--- config.mk ---
export PLATFORM = sky130hd
export DESIGN_NAME = xml_escape_with_limit
export DESIGN_NICKNAME = d
export VERILOG_FILES = /design/src/hdl/xesc_pkg.sv /design/src/hdl/xesc_encode.sv /design/src/hdl/xml_escape_with_limit.sv
export SDC_FILE = /design/constraint.sdc
export NUM_CORES = 1
export LEC_CHECK = 0
export BUFFER_PORTS_ARGS = -buffer_cell sky130_fd_sc_hd__buf_2
export CAP_MARGIN = 20
export CELL_PAD_IN_SITES_DETAIL_PLACEMENT = 0
export CELL_PAD_IN_SITES_GLOBAL_PLACEMENT = 2
export CORE_UTILIZATION = 41
export DETAILED_ROUTE_END_ITERATION = 10
export GPL_ROUTABILITY_DRIVEN = 0
export GPL_TIMING_DRIVEN = 1
export PLACE_DENSITY = 0.81
export SETUP_SLACK_MARGIN = 0.05
export SYNTH_ARGS = -nofsm -noshare
export SYNTH_HDL_FRONTEND = slang
export SYNTH_HIERARCHICAL = 1
export SYNTH_SLANG_ARGS = --single-unit
--- constraint.sdc ---
create_clock -name clock -period 7.4 [get_ports clock]
set_input_delay 1.48 -clock clock [delete_from_list [all_inputs] [get_ports clock]]
set_output_delay 1.48 -clock clock [all_outputs]
set_load 0.03 [all_outputs]
--- src/hdl/xesc_pkg.sv ---
// ----------------------------------------------------------------------------
// XML escape package
// Shared constants and types for the XML escaper with an output byte limit.
// ----------------------------------------------------------------------------
package xesc_pkg;

   // Width of the per-string output byte counter.
   localparam int COUNT_WIDTH = 16;
   localparam int LIMIT_WIDTH = 16;
   // The limit compare needs room for the counter plus one escape.
   localparam int CMP_W = ((COUNT_WIDTH > LIMIT_WIDTH) ? COUNT_WIDTH : LIMIT_WIDTH) + 1;
   localparam logic [CMP_W-1:0] COUNT_MAX = CMP_W'((64'd1 << COUNT_WIDTH) - 64'd1);

   localparam int MAX_SEQ = 6;
   localparam int LEN_W   = 3;

   // Configuration register indexes.
   localparam int CSR_INDEX_W = 1;
   localparam logic [CSR_INDEX_W-1:0] REG_LIMIT_ENABLE = 1'd0;
   localparam logic [CSR_INDEX_W-1:0] REG_BYTE_LIMIT   = 1'd1;
   localparam logic [LIMIT_WIDTH-1:0] BYTE_LIMIT_RESET = 16'hFFFF;

   // Characters that need an entity, the NUL and dot bytes, and the printable range.
   localparam logic [7:0] CHAR_NUL  = 8'h00;
   localparam logic [7:0] CHAR_LT   = 8'h3C;
   localparam logic [7:0] CHAR_GT   = 8'h3E;
   localparam logic [7:0] CHAR_AMP  = 8'h26;
   localparam logic [7:0] CHAR_QUOT = 8'h22;
   localparam logic [7:0] CHAR_APOS = 8'h27;
   localparam logic [7:0] CHAR_DOT  = 8'h2E;
   localparam logic [7:0] PRINT_LO  = 8'd32;
   localparam logic [7:0] PRINT_HI  = 8'd126;

   // Entity text, first byte in element zero.
   localparam logic [MAX_SEQ-1:0][7:0] ESC_LT   = {8'h00, 8'h00, ";", "t", "l", "&"};
   localparam logic [MAX_SEQ-1:0][7:0] ESC_GT   = {8'h00, 8'h00, ";", "t", "g", "&"};
   localparam logic [MAX_SEQ-1:0][7:0] ESC_AMP  = {8'h00, ";", "p", "m", "a", "&"};
   localparam logic [MAX_SEQ-1:0][7:0] ESC_QUOT = {";", "t", "o", "u", "q", "&"};
   localparam logic [MAX_SEQ-1:0][7:0] ESC_APOS = {";", "s", "o", "p", "a", "&"};

   typedef struct packed {
      logic [MAX_SEQ-1:0][7:0] bytes;
      logic [LEN_W-1:0]        len;
   } esc_seq_type;

endpackage

--- src/hdl/xesc_encode.sv ---
// ----------------------------------------------------------------------------
// XML escape encoder
// Maps one raw byte to its escaped byte sequence and that sequence's length.
// ----------------------------------------------------------------------------
module xesc_encode
   import xesc_pkg::*;
(
   input  logic [7:0]  char_in,
   output esc_seq_type seq
);

   always_comb begin
      seq.bytes = '0;
      seq.len   = LEN_W'(1);
      case (char_in)
         CHAR_LT: begin
            seq.bytes = ESC_LT;
            seq.len   = LEN_W'(4);
         end
         CHAR_GT: begin
            seq.bytes = ESC_GT;
            seq.len   = LEN_W'(4);
         end
         CHAR_AMP: begin
            seq.bytes = ESC_AMP;
            seq.len   = LEN_W'(5);
         end
         CHAR_QUOT: begin
            seq.bytes = ESC_QUOT;
            seq.len   = LEN_W'(6);
         end
         CHAR_APOS: begin
            seq.bytes = ESC_APOS;
            seq.len   = LEN_W'(6);
         end
         default: begin
            // Control and non-ASCII bytes print as a dot.
            if (char_in inside {[PRINT_LO:PRINT_HI]}) begin
               seq.bytes[0] = char_in;
            end else begin
               seq.bytes[0] = CHAR_DOT;
            end
         end
      endcase
   end

endmodule

--- src/hdl/xml_escape_with_limit.sv ---
// The first output byte of a request is valid in the cycle after it is accepted.
// Throughput: one request per cycle while each emits at most one byte and rsp_stall is
// low; a request that expands into an entity holds the output shift register until its
// last byte leaves. Requests that emit nothing (zero byte, truncated string) skip it.
// Reset (synchronous, active high) clears the count, the stop flag, rsp_valid, and
// sets the limit registers to disabled and 65535.
// ----------------------------------------------------------------------------
// XML escaper with output byte limit
// Escapes a byte stream into XML text, optionally capping the bytes per string.
// ----------------------------------------------------------------------------
module xml_escape_with_limit
   import xesc_pkg::*;
(
   input  logic                   clock,
   input  logic                   reset,

   input  logic                   req_valid,
   output logic                   req_stall,
   input  logic [7:0]             req_char_in,
   input  logic                   req_end_of_string,

   output logic                   rsp_valid,
   input  logic                   rsp_stall,
   output logic [7:0]             rsp_out_byte,
   output logic                   rsp_run_last,

   input  logic                   csr_valid,
   output logic                   csr_ready,
   input  logic [CSR_INDEX_W-1:0] csr_index,
   input  logic [LIMIT_WIDTH-1:0] csr_data
);

   logic                    limit_en_ff,  limit_en_in;
   logic [LIMIT_WIDTH-1:0]  limit_ff,     limit_in;
   logic [COUNT_WIDTH-1:0]  count_ff,     count_in;
   logic                    trunc_ff,     trunc_in;
   logic                    valid_ff,     valid_in;
   logic                    last_ff,      last_in;
   logic [LEN_W-1:0]        rem_ff,       rem_in;
   logic [MAX_SEQ-1:0][7:0] sh_ff,        sh_in;

   esc_seq_type             seq;
   logic                    accept;
   logic                    pop;
   logic                    over;
   logic                    emit;
   logic [CMP_W-1:0]        sum;

   xesc_encode u_encode (
      .char_in (req_char_in),
      .seq     (seq)
   );

   assign csr_ready = 1'b1;

   // A new request may enter once the last byte of the previous one is leaving.
   assign req_stall = valid_ff && !(last_ff && !rsp_stall);
   assign accept    = req_valid && !req_stall;
   assign pop       = valid_ff && !rsp_stall;

   assign sum  = CMP_W'(count_ff) + CMP_W'(seq.len);
   assign over = limit_en_ff && (sum > CMP_W'(limit_ff));
   assign emit = accept && (req_char_in != CHAR_NUL) && !trunc_ff && !over;

   always_comb begin
      limit_en_in = limit_en_ff;
      limit_in    = limit_ff;
      if (csr_valid && csr_ready) begin
         case (csr_index)
            REG_LIMIT_ENABLE: limit_en_in = csr_data[0];
            REG_BYTE_LIMIT:   limit_in    = csr_data;
            default:          limit_in    = limit_ff;
         endcase
      end
   end

   always_comb begin
      count_in = count_ff;
      trunc_in = trunc_ff;
      if (accept) begin
         if (req_char_in == CHAR_NUL || req_end_of_string) begin
            count_in = '0;
            trunc_in = 1'b0;
         end else if (!trunc_ff) begin
            if (over) begin
               trunc_in = 1'b1;
            end else if (sum > COUNT_MAX) begin
               count_in = COUNT_MAX[COUNT_WIDTH-1:0];
            end else begin
               count_in = sum[COUNT_WIDTH-1:0];
            end
         end
      end
   end

   always_comb begin
      valid_in = valid_ff;
      last_in  = last_ff;
      rem_in   = rem_ff;
      sh_in    = sh_ff;
      if (emit) begin
         valid_in = 1'b1;
         sh_in    = seq.bytes;
         rem_in   = seq.len;
         last_in  = (seq.len == LEN_W'(1));
      end else if (pop) begin
         valid_in = !last_ff;
         rem_in   = rem_ff - LEN_W'(1);
         last_in  = (rem_ff == LEN_W'(2));
         for (int i = 0; i < MAX_SEQ - 1; i++) begin
            sh_in[i] = sh_ff[i+1];
         end
         sh_in[MAX_SEQ-1] = '0;
      end
   end

   always_ff @(posedge clock) begin
      if (reset) begin
         limit_en_ff <= 1'b0;
         limit_ff    <= BYTE_LIMIT_RESET;
         count_ff    <= '0;
         trunc_ff    <= 1'b0;
         valid_ff    <= 1'b0;
         last_ff     <= 1'b0;
         rem_ff      <= '0;
      end else begin
         limit_en_ff <= limit_en_in;
         limit_ff    <= limit_in;
         count_ff    <= count_in;
         trunc_ff    <= trunc_in;
         valid_ff    <= valid_in;
         last_ff     <= last_in;
         rem_ff      <= rem_in;
      end
   end

   always_ff @(posedge clock) begin
      sh_ff <= sh_in;
   end

   assign rsp_valid    = valid_ff;
   assign rsp_out_byte = sh_ff[0];
   assign rsp_run_last = last_ff;

`ifndef ASSERT_OFF
   a_valid_has_bytes: assert property (@(posedge clock) disable iff (reset)
      valid_ff |-> (rem_ff != '0))
      else $error("output valid with no bytes left");

   a_last_matches_rem: assert property (@(posedge clock) disable iff (reset)
      valid_ff |-> (last_ff == (rem_ff == LEN_W'(1))))
      else $error("last flag out of step with remaining count");

   a_stall_only_busy: assert property (@(posedge clock) disable iff (reset)
      req_stall |-> valid_ff)
      else $error("request stalled while output is empty");

   a_mid_seq_continues: assert property (@(posedge clock) disable iff (reset)
      (valid_ff && !last_ff && !rsp_stall) |=> valid_ff)
      else $error("escape sequence cut short");

   a_no_emit_truncated: assert property (@(posedge clock) disable iff (reset)
      trunc_ff |-> !emit)
      else $error("bytes emitted in a truncated string");
`endif

endmodule
==> impl_metrics.ini, run 1 <==
[critical_path]
cp_cell_sequence = buf_2 > nand4bb_1 > nor4_1 > inv_1 > fa_1 > nor2b_4 > nor2_1 > nor2_1 > nand2_1 > or2_2 > nand2_1 > ha_1 > a211oi_2 > nor2_1 > a2111oi_2 > o211ai_1 > a21oi_4 > buf_4 > mux2_1
cp_slowest_cell = nor4_1
critical_path.most_common_cell = nor2_1
cp-start-kind = primary input
worstSetupPathType = primary input to flop
max_stage_delay_ns = 0.61
cp-end-kind = flop
critPathArrivalTime_ns = 6.30
crit_path_max_fanout = 36
critPathRequiredTime_ns = 7.49

[sta]
maxSlewHeadroom_pct = 41.2
fin_tns_setup_ns = 0
clock.fmax_mhz = 161
fin_crit_ns = 6.21
clock_skew_ns = 0.0103
setup_viol = 0
final_max_slew_viol_count = 0
rsz0062_at_grt = false
report.final.hold_viol_count = 0
worst_pin_slew_ns = 0.875
fin_crit_sh_pct = 83.9
worst_slack_ns = 1.19

[synth]
ys_top_cells_by_area = edfxtp_1 (28%), dfxtp_1 (15%), mux2_4 (8.6%)
syn_inst = 471
ys_ff_latch = 87
ys_async_sr_fraction_pct = 0
synth_common_cells = edfxtp_1 (48), dfxtp_1 (39), buf_4 (36)
postSynthAreaPerCell_sq_um = 11.1
synth.most_common_cell = edfxtp_1
yosys.cell_types.count = 75
yosys_warnings = 6
yosys.area.top_type_share_pct = 27.7
ys.flop_type = edfxtp_1
yosysTopAreaCell = edfxtp_1
synth_area_sq_mm = 0.00521
ys_seq_area_share_pct = 42.7
synth_edf_count = 48

[drt]
drcViolationCount = 0
wire_per_inst_um = 15.1
viasPerCell = 5.11
routed_wl_um = 9890
drt_iter0_drc = 170
via_count = 3352
firstDrtPassIters = 4
ant_nets = 0

[power_and_ir_drop]
total_power_mw = 1.21
p_sw_share_pct = 26.4
p_seq_share_pct = 48.3
p_leak_nw = 2.49
p_switching_uw = 319
p_per_area_mw_per_mm2 = 216
irDropWorstVdd_mv = 0.117
internal_power_uw = 889
power_frac_comb_pct = 15.2
clock_power_share_pct = 36.5

[floorplan]
rows = 40
start_util_pct = 42.6
num_io_pins = 43
core-area_sq_mm = 0.0122
fp.dieH_um = 115
fp.dieW_um = 115
die_area_sq_mm = 0.0132

[placement]
place_ws_ns = 0.835
portBuffers = 41
dp_hpwl_um = 7000

[global_routing]
grt_overflow = 0
grt_pass1_wl_um = 16600
grt_pass1_vias = 3176
grt_max_degree = 37
track_usage_pct = 16.3
grt_antenna_before_repair = 0

[clock_network]
cts_buffers = 9
h-tree-depth = 3
cts_resized = 0
cts.sinks = 87
ctsHoldBuffers = 0
cts_tree = done
clockBufferDepth = 2
clk_pin_slew_ns = 0.07
postCtsSetupRepairBufs = 0
insertion_delay_ns = 0.34
root_buffer = clkbuf_16

[cells_and_area]
diodes = 0
finalNetCount = 536
area_growth_syn_to_layout_pct = 7.71
final_util_pct = 45.9
final_layout_size_suffix_gt1_share_pct = 24.8

[job]
drv_cap = 0

[run_status]
status = finished clean

[hold_path]
hold_class = flop to flop
==> flip-flops by register name, summed over array words and instances (netlist names) <==
signal,cells
count_ff,16
limit_en_ff,1
rsp_run_last,1
sh_ff,40
trunc_ff,1
rsp_valid,1
rsp_out_byte,8
rem_ff,3
limit_ff,16
==> per-stage QoR <==
| stage | cells | cell area (sq um) | hold slack [ns] |
|---|---|---|---|
| 3_5_place_dp | 640 | 5320 | 0.450 |
| 2_1_floorplan | 479 | 5240 | 0.435 |
| 5_1_grt | 656 | 5610 | 0.482 |
| 4_1_cts | 656 | 5610 | 0.467 |
| 6_report | 656 | 5610 | 0.463 |
| 3_3_place_gp | 640 | 5320 | 0.446 |
==> layer usage <==
metal,global-route usage (%),routed length (um),up-vias
li1,-,-,1681
met1,25.3,5410,1608
met2,22.7,4050,59
met3,3.23,377,4
met4,4.68,56,0
met5,0,0,-
==> area by class of cell <==
cell class / count / area (sq um)
Tap cell: 168 / 210
Inverter: 29 / 109
Sequential cell: 87 / 2220
Timing Repair Buffer: 47 / 263
Fill cell: 1192 / 6600
Multi-Input combinational cell: 309 / 2520
Clock buffer: 9 / 225
Clock inverter: 7 / 63.8
==> cells in the final DEF (no fill, tap or decap), types with 5 or more instances in the layout <==
cell | Yosys | routed
a211o_1 | 16 | 16
a21oi_1 | 10 | 10
a31oi_1 | 5 | 5
and2_1 | 12 | 12
and3_1 | 18 | 18
buf_2 | 6 | 41
buf_4 | 36 | 5
clkbuf_16 | 0 | 9
conb_1 | 2 | 10
dfxtp_1 | 39 | 39
edfxtp_1 | 48 | 48
ha_1 | 21 | 21
inv_1 | 29 | 29
inv_6 | 0 | 5
mux2_1 | 6 | 6
mux2_4 | 30 | 30
nand2_1 | 23 | 23
nand3_1 | 12 | 12
nor2_1 | 27 | 27
nor4_1 | 5 | 5
o21ai_0 | 10 | 10
xnor2_1 | 10 | 10
xor2_1 | 5 | 5
==> cell families (layout without fill, tap and decap cells) <==
group                    count (synthesis)  in the layout  synth area share (%)
multiplexers                            44             44                  11.6
AO/OA/AOI/OAI                           79             79                  12.9
XOR/XNOR                                15             15                  2.52
buffers and inverters                   83             92                  9.59
adder cells (fa/ha/maj)                 22             22                  5.43
flip-flops                              87             87                  42.7
AND/OR/NAND/NOR                        139            139                  15.2
other                                    2             10                 0.144
==> power groups by stage <==
stage	Combinational, mW	Clock [mW]	Sequential (mW)
floorplan	0.154	0	0.595
detailed placement	0.185	0	0.596
CTS	0.186	0.454	0.585
global route	0.201	0.476	0.589
finish	0.183	0.441	0.584
global placement	0.181	0	0.594
==> final timing paths <==
| kind | startpoint | endpoint | slack (ns) | cells past startpoint |
|---|---|---|---|---|
| min | limit_ff[12] | limit_ff[12] | 0.46 | 1 |
| max | req_char_in[6] | sh_ff[37] | 1.19 | 19 |
| max reg2reg | count_ff[1] | count_ff[10] | 3.17 | 15 |
| min reg2reg | limit_ff[12] | limit_ff[12] | 0.46 | 1 |
==> worst max-delay path: cells and delay by family <==
kind                     cells  cell delay [ns]
AO/OA/AOI/OAI                4             0.94
adder cells (fa/ha/maj)      2             0.74
AND/OR/NAND/NOR              9             1.98
multiplexers                 1             0.37
buffers and inverters        3             0.75
Power figures use the tool's default switching activity.
==> run 2: changes to the inputs <==
==> constraint.sdc (replaced) <==
create_clock -name clock -period 6.4 [get_ports clock]
set_input_delay 1.28 -clock clock [delete_from_list [all_inputs] [get_ports clock]]
set_output_delay 1.28 -clock clock [all_outputs]
set_load 0.03 [all_outputs]
==> run 2 against run 1 <==
Against the previous run:
- worst hold slack worse by 0.0011 ns
- critical path depth is 2 higher
- clock skew is 0.0053 ns lower
- count of clock-buffer cells in the layout is 1 higher
- critical path type unchanged
- largest power group unchanged
==> impl_metrics.ini, run 2 (synthesis results as in run 1) <==
[drt]
top_layer = met4
viasPerCell = 5.06
wl_met3_um = 383
m1WireLength_um = 5310
ant_nets = 0
drcViolationCount = 0
routed_wl_um = 9880
route.met2.wl_um = 4040
via_count = 3331
wire_per_inst_um = 15.0
drt_iter0_drc = 151
firstDrtPassIters = 4

[power_and_ir_drop]
p_per_area_mw_per_mm2 = 243
irDropWorstVdd_mv = 0.106
p_leak_nw = 2.49

[floorplan]
core-area_sq_mm = 0.0122
num_io_pins = 43
fp.dieH_um = 115
die_area_sq_mm = 0.0132
rows = 40
fp.dieW_um = 115
start_util_pct = 42.6

[hold_path]
hold_class = flop to flop

[clock_network]
cts_tree = done
cts.sinks = 87
clockBufferDepth = 2
cts_buffers = 9
clk_pin_slew_ns = 0.06
ctsHoldBuffers = 0
cts_resized = 0
root_buffer = clkbuf_16
h-tree-depth = 3
postCtsSetupRepairBufs = 0
insertion_delay_ns = 0.34

[cells_and_area]
final_common_cell = edfxtp_1
final_layout_size_suffix_gt1_share_pct = 25.1
largest-register = sh_ff
finalNetCount = 539
area_growth_syn_to_layout_pct = 8.12
reg_top3 = sh_ff: 40 flops, count_ff: 16 flops, limit_ff: 16 flops
layout_common_cells = edfxtp_1 (48), buf_2 (41), dfxtp_1 (39)
diodes = 0
fillers = 1190
largest_register_ffs = 40

[global_routing]
grt_antenna_before_repair = 0
grt_max_degree = 49
grt_overflow = 0
grt_pass1_vias = 3098
grt_pass1_wl_um = 16000
track_usage_pct = 16.2

[sta]
worst_pin_slew_ns = 0.895
worst_slack_ns = 0.871
rsz0062_at_grt = false
report.final.hold_viol_count = 0
clock_skew_ns = 0.00502
setup_viol = 0
clock.fmax_mhz = 181
maxSlewHeadroom_pct = 39.9
final_max_slew_viol_count = 0
fin_tns_setup_ns = 0
fin_crit_ns = 5.53
fin_crit_sh_pct = 86.4
timing.hold.ws_ns = 0.462

[critical_path]
crit_path_max_fanout = 25
worstSetupPathType = primary input to flop
r2r_slack_ns = 2.27
cp-end-kind = flop
critPathRequiredTime_ns = 6.49
critPathArrivalTime_ns = 5.62
cp-start-kind = primary input

[job]
drv_cap = 0

[placement]
portBuffers = 41
place_ws_ns = 0.530
dp_hpwl_um = 7030

[run_status]
status = finished clean
-- run 2: area by class of cell --
| class | instances | area [sq um] | share of cell area, % |
|---|---|---|---|
| Multi-Input combinational cell | 309 | 2520 | 44.7 |
| Tap cell | 168 | 210 | 3.73 |
| Timing Repair Buffer | 50 | 310 | 5.51 |
| Clock inverter | 5 | 33.8 | 0.600 |
| Sequential cell | 87 | 2220 | 39.5 |
| Inverter | 29 | 109 | 1.93 |
| Clock buffer | 10 | 229 | 4.07 |
-- run 2: where the power goes --
group          switching, mW  internal (mW)
clock                  0.214          0.260
combinational          0.116          0.101
sequential            0.0179          0.659
total                  0.348           1.02
-- run 2: routing by layer --
layer,vias up,global-route usage (%)
met5,-,0
met1,1571,23.7
li1,1685,-
met4,0,6.75
met3,12,3.49
met2,63,23.1
-- run 2: worst max-delay path, stage by stage --
cell and delay [ns]:
buf_2 0.14, or3b_1 0.29, nor2_2 0.12, nor2_1 0.21, ha_1 0.21, inv_1 0.06, fa_1 0.43, nor2b_4 0.18
nor2_1 0.05, nor2_1 0.15, nand2_1 0.08, or2_2 0.29, nand2_1 0.08, ha_1 0.24, a211oi_2 0.18, nor2_1 0.08
a2111oi_2 0.38, o211ai_1 0.19, a21oi_4 0.33, buf_12 0.26, mux2_2 0.36
-- run 2: stage by stage --
stage / instances / cell area, sq um / util [%] / total power [mW]
2_1_floorplan: 479 / 5240 / - / 0.865
3_3_place_gp: 643 / 5370 / 44.0 / 0.902
3_5_place_dp: 643 / 5370 / 44.0 / 0.908
4_1_cts: 658 / 5630 / 46.1 / 1.38
5_1_grt: 658 / 5630 / 46.1 / 1.43
6_report: 658 / 5630 / 46.1 / 1.37
-- run 2: path summary, 6_finish.rpt --
kind                  start  cells after the start               to
max          req_char_in[5]                     21  rsp_out_byte[0]
min            limit_ff[10]                      1     limit_ff[10]
max reg2reg     count_ff[0]                     17  rsp_out_byte[0]
min reg2reg    limit_ff[10]                      1     limit_ff[10]
==> run 3: changes to the inputs <==
--- a/config.mk
+++ b/config.mk
@@ -9,11 +9,11 @@
 export CAP_MARGIN = 20
 export CELL_PAD_IN_SITES_DETAIL_PLACEMENT = 0
 export CELL_PAD_IN_SITES_GLOBAL_PLACEMENT = 2
-export CORE_UTILIZATION = 41
+export CORE_UTILIZATION = 37
 export DETAILED_ROUTE_END_ITERATION = 10
 export GPL_ROUTABILITY_DRIVEN = 0
 export GPL_TIMING_DRIVEN = 1
-export PLACE_DENSITY = 0.81
+export PLACE_DENSITY = 0.77
 export SETUP_SLACK_MARGIN = 0.05
 export SYNTH_ARGS = -nofsm -noshare
 export SYNTH_HDL_FRONTEND = slang
==> constraint.sdc (replaced) <==
create_clock -name clock -period 4.5 [get_ports clock]
set_input_delay 0.9 -clock clock [delete_from_list [all_inputs] [get_ports clock]]
set_output_delay 0.9 -clock clock [all_outputs]
set_load 0.03 [all_outputs]
==> run 3 against run 2 <==
Against the previous run:
- global-route usage rose by 0.87 points
- clock skew rose by 0.0031 ns
- routed wire length rose by 23%
- sequential cell count did not move
- count of clock-buffer cells in the layout fell by 1
- critical path type unchanged
- the run now ends with negative setup slack left
- sequential share of layout area fell by 7.8 points
- via count rose by 14%
- sequential power rose by 42%
- worst hold slack improved by 0.0053 ns
==> impl_metrics.ini, run 3 (synthesis results as in run 1) <==
[drt]
firstDrtPassIters = 4
via_count = 3799
ant_nets = 0
wire_per_inst_um = 15.6
viasPerCell = 4.89
routed_wl_um = 12100
drcViolationCount = 0
drt_iter0_drc = 230

[power_and_ir_drop]
p_leak_nw = 3.16
p_per_area_mw_per_mm2 = 296
irDropWorstVdd_mv = 0.201

[sta]
worst_pin_slew_ns = 0.648
worst_slack_ns = -0.194
rsz0062_at_grt = true
clock_skew_ns = 0.00814
clock.fmax_mhz = 213
maxSlewHeadroom_pct = 56.7
report.final.hold_viol_count = 0
fin_crit_ns = 4.69
final_max_slew_viol_count = 0
timing.hold.ws_ns = 0.467
setup_viol = 107
fin_crit_sh_pct = 104

[run_status]
violations = negative setup slack
status = finished, violations left

[clock_network]
ctsHoldBuffers = 0
clockBufferDepth = 2
h-tree-depth = 3
root_buffer = clkbuf_16
clk_pin_slew_ns = 0.07
cts_buffers = 9
cts.sinks = 87
insertion_delay_ns = 0.34
cts_tree = done

[critical_path]
max_stage_delay_ns = 0.19
critical_path.most_common_cell = buf_4
worstSetupPathType = primary input to flop
crit_path_max_fanout = 5
cp-start-kind = primary input
cp-end-kind = flop
critPathRequiredTime_ns = 4.72
critPathArrivalTime_ns = 4.91
cp_slowest_cell = nand4b_1

[cells_and_area]
final_layout_size_suffix_gt1_share_pct = 47.4
area_growth_syn_to_layout_pct = 35.0
final_util_pct = 52.0
reg_top3 = sh_ff: 40 flops, count_ff: 16 flops, limit_ff: 16 flops
final_common_cell = buf_4
finalNetCount = 650
fillers = 1155
largest_register_ffs = 40
finalInstanceArea_sq_mm = 0.00703
layout_common_cells = buf_4 (99), edfxtp_1 (48), mux2_4 (40)
largest-register = sh_ff
diodes = 0
fin_cells = 777

[floorplan]
start_util_pct = 38.6
die_area_sq_mm = 0.0146
rows = 42
num_io_pins = 43
fp.dieW_um = 121
core-area_sq_mm = 0.0135
fp.dieH_um = 121

[global_routing]
grt_antenna_before_repair = 0
grt_max_degree = 28
track_usage_pct = 17.1
grt_overflow = 0
grt_pass1_vias = 3745
grt_pass1_wl_um = 19100

[placement]
portBuffers = 41
placed_area_sq_mm = 0.00593
dp_hpwl_um = 7840
place_ws_ns = -0.809
placed_cells = 706

[job]
drv_cap = 0

[hold_path]
hold_class = flop to flop
-- run 3: final cells by class --
class | count | area, sq um | area share [%]
clock buffers | 9 | 225 | 3.20
multi-input cells | 310 | 2880 | 40.9
inverters | 29 | 109 | 1.55
well taps | 176 | 220 | 3.13
clock inverters | 6 | 46.3 | 0.659
flip-flops and latches | 87 | 2220 | 31.6
repair buffers | 160 | 1330 | 18.9
-- run 3: final timing paths --
path                                     start            to  slack, ns  cells past startpoint
worst min register to register    limit_ff[13]  limit_ff[13]       0.47                      1
worst max-delay path            req_char_in[0]     sh_ff[11]      -0.19                     31
worst max register to register     count_ff[0]     sh_ff[16]       0.61                     20
worst min-delay path              limit_ff[13]  limit_ff[13]       0.47                      1
-- run 3: layer usage --
layer | vias up | global-route usage [%] | share of wire [%]
met5 | - | 0 | 0
met4 | 0 | 8.95 | 2.2
met3 | 17 | 2.55 | 3.6
met2 | 78 | 26.4 | 45
met1 | 1799 | 23.1 | 49
li1 | 1905 | - | -
-- run 3: report_power, final --
group          switching (mW)  internal [mW]  total, mW  leakage, nW
registers              0.0270          0.937      0.964        0.795
logic                   0.195          0.235      0.429         2.23
clock network           0.314          0.374      0.688        0.128
-- run 3: worst max-delay path, delay by kind of cell --
family / cells / cell delay [ns]
buf+inv: 28 / 3.51
mux: 1 / 0.18
simple gates: 2 / 0.33
-- run 3: metrics by stage --
stage          TNS, ns  total power, mW
2_1_floorplan   -45.58             1.25
3_5_place_dp    -82.83             1.35
6_report        -12.08             2.08
4_1_cts         -14.35             2.07
3_3_place_gp    -77.04             1.34
5_1_grt         -32.48             2.17
-- run 3: what timing repair did --
| item | in CTS | in global routing |
|---|---|---|
| cloned | 1 | 2 |
| gates resized for setup | 41 | 38 |
| pin swaps | 19 | 17 |
| hold endpoints to repair | 0 | 0 |
| setup buffers | 44 | 10 |
| setup endpoints to repair | 115 | 115 |
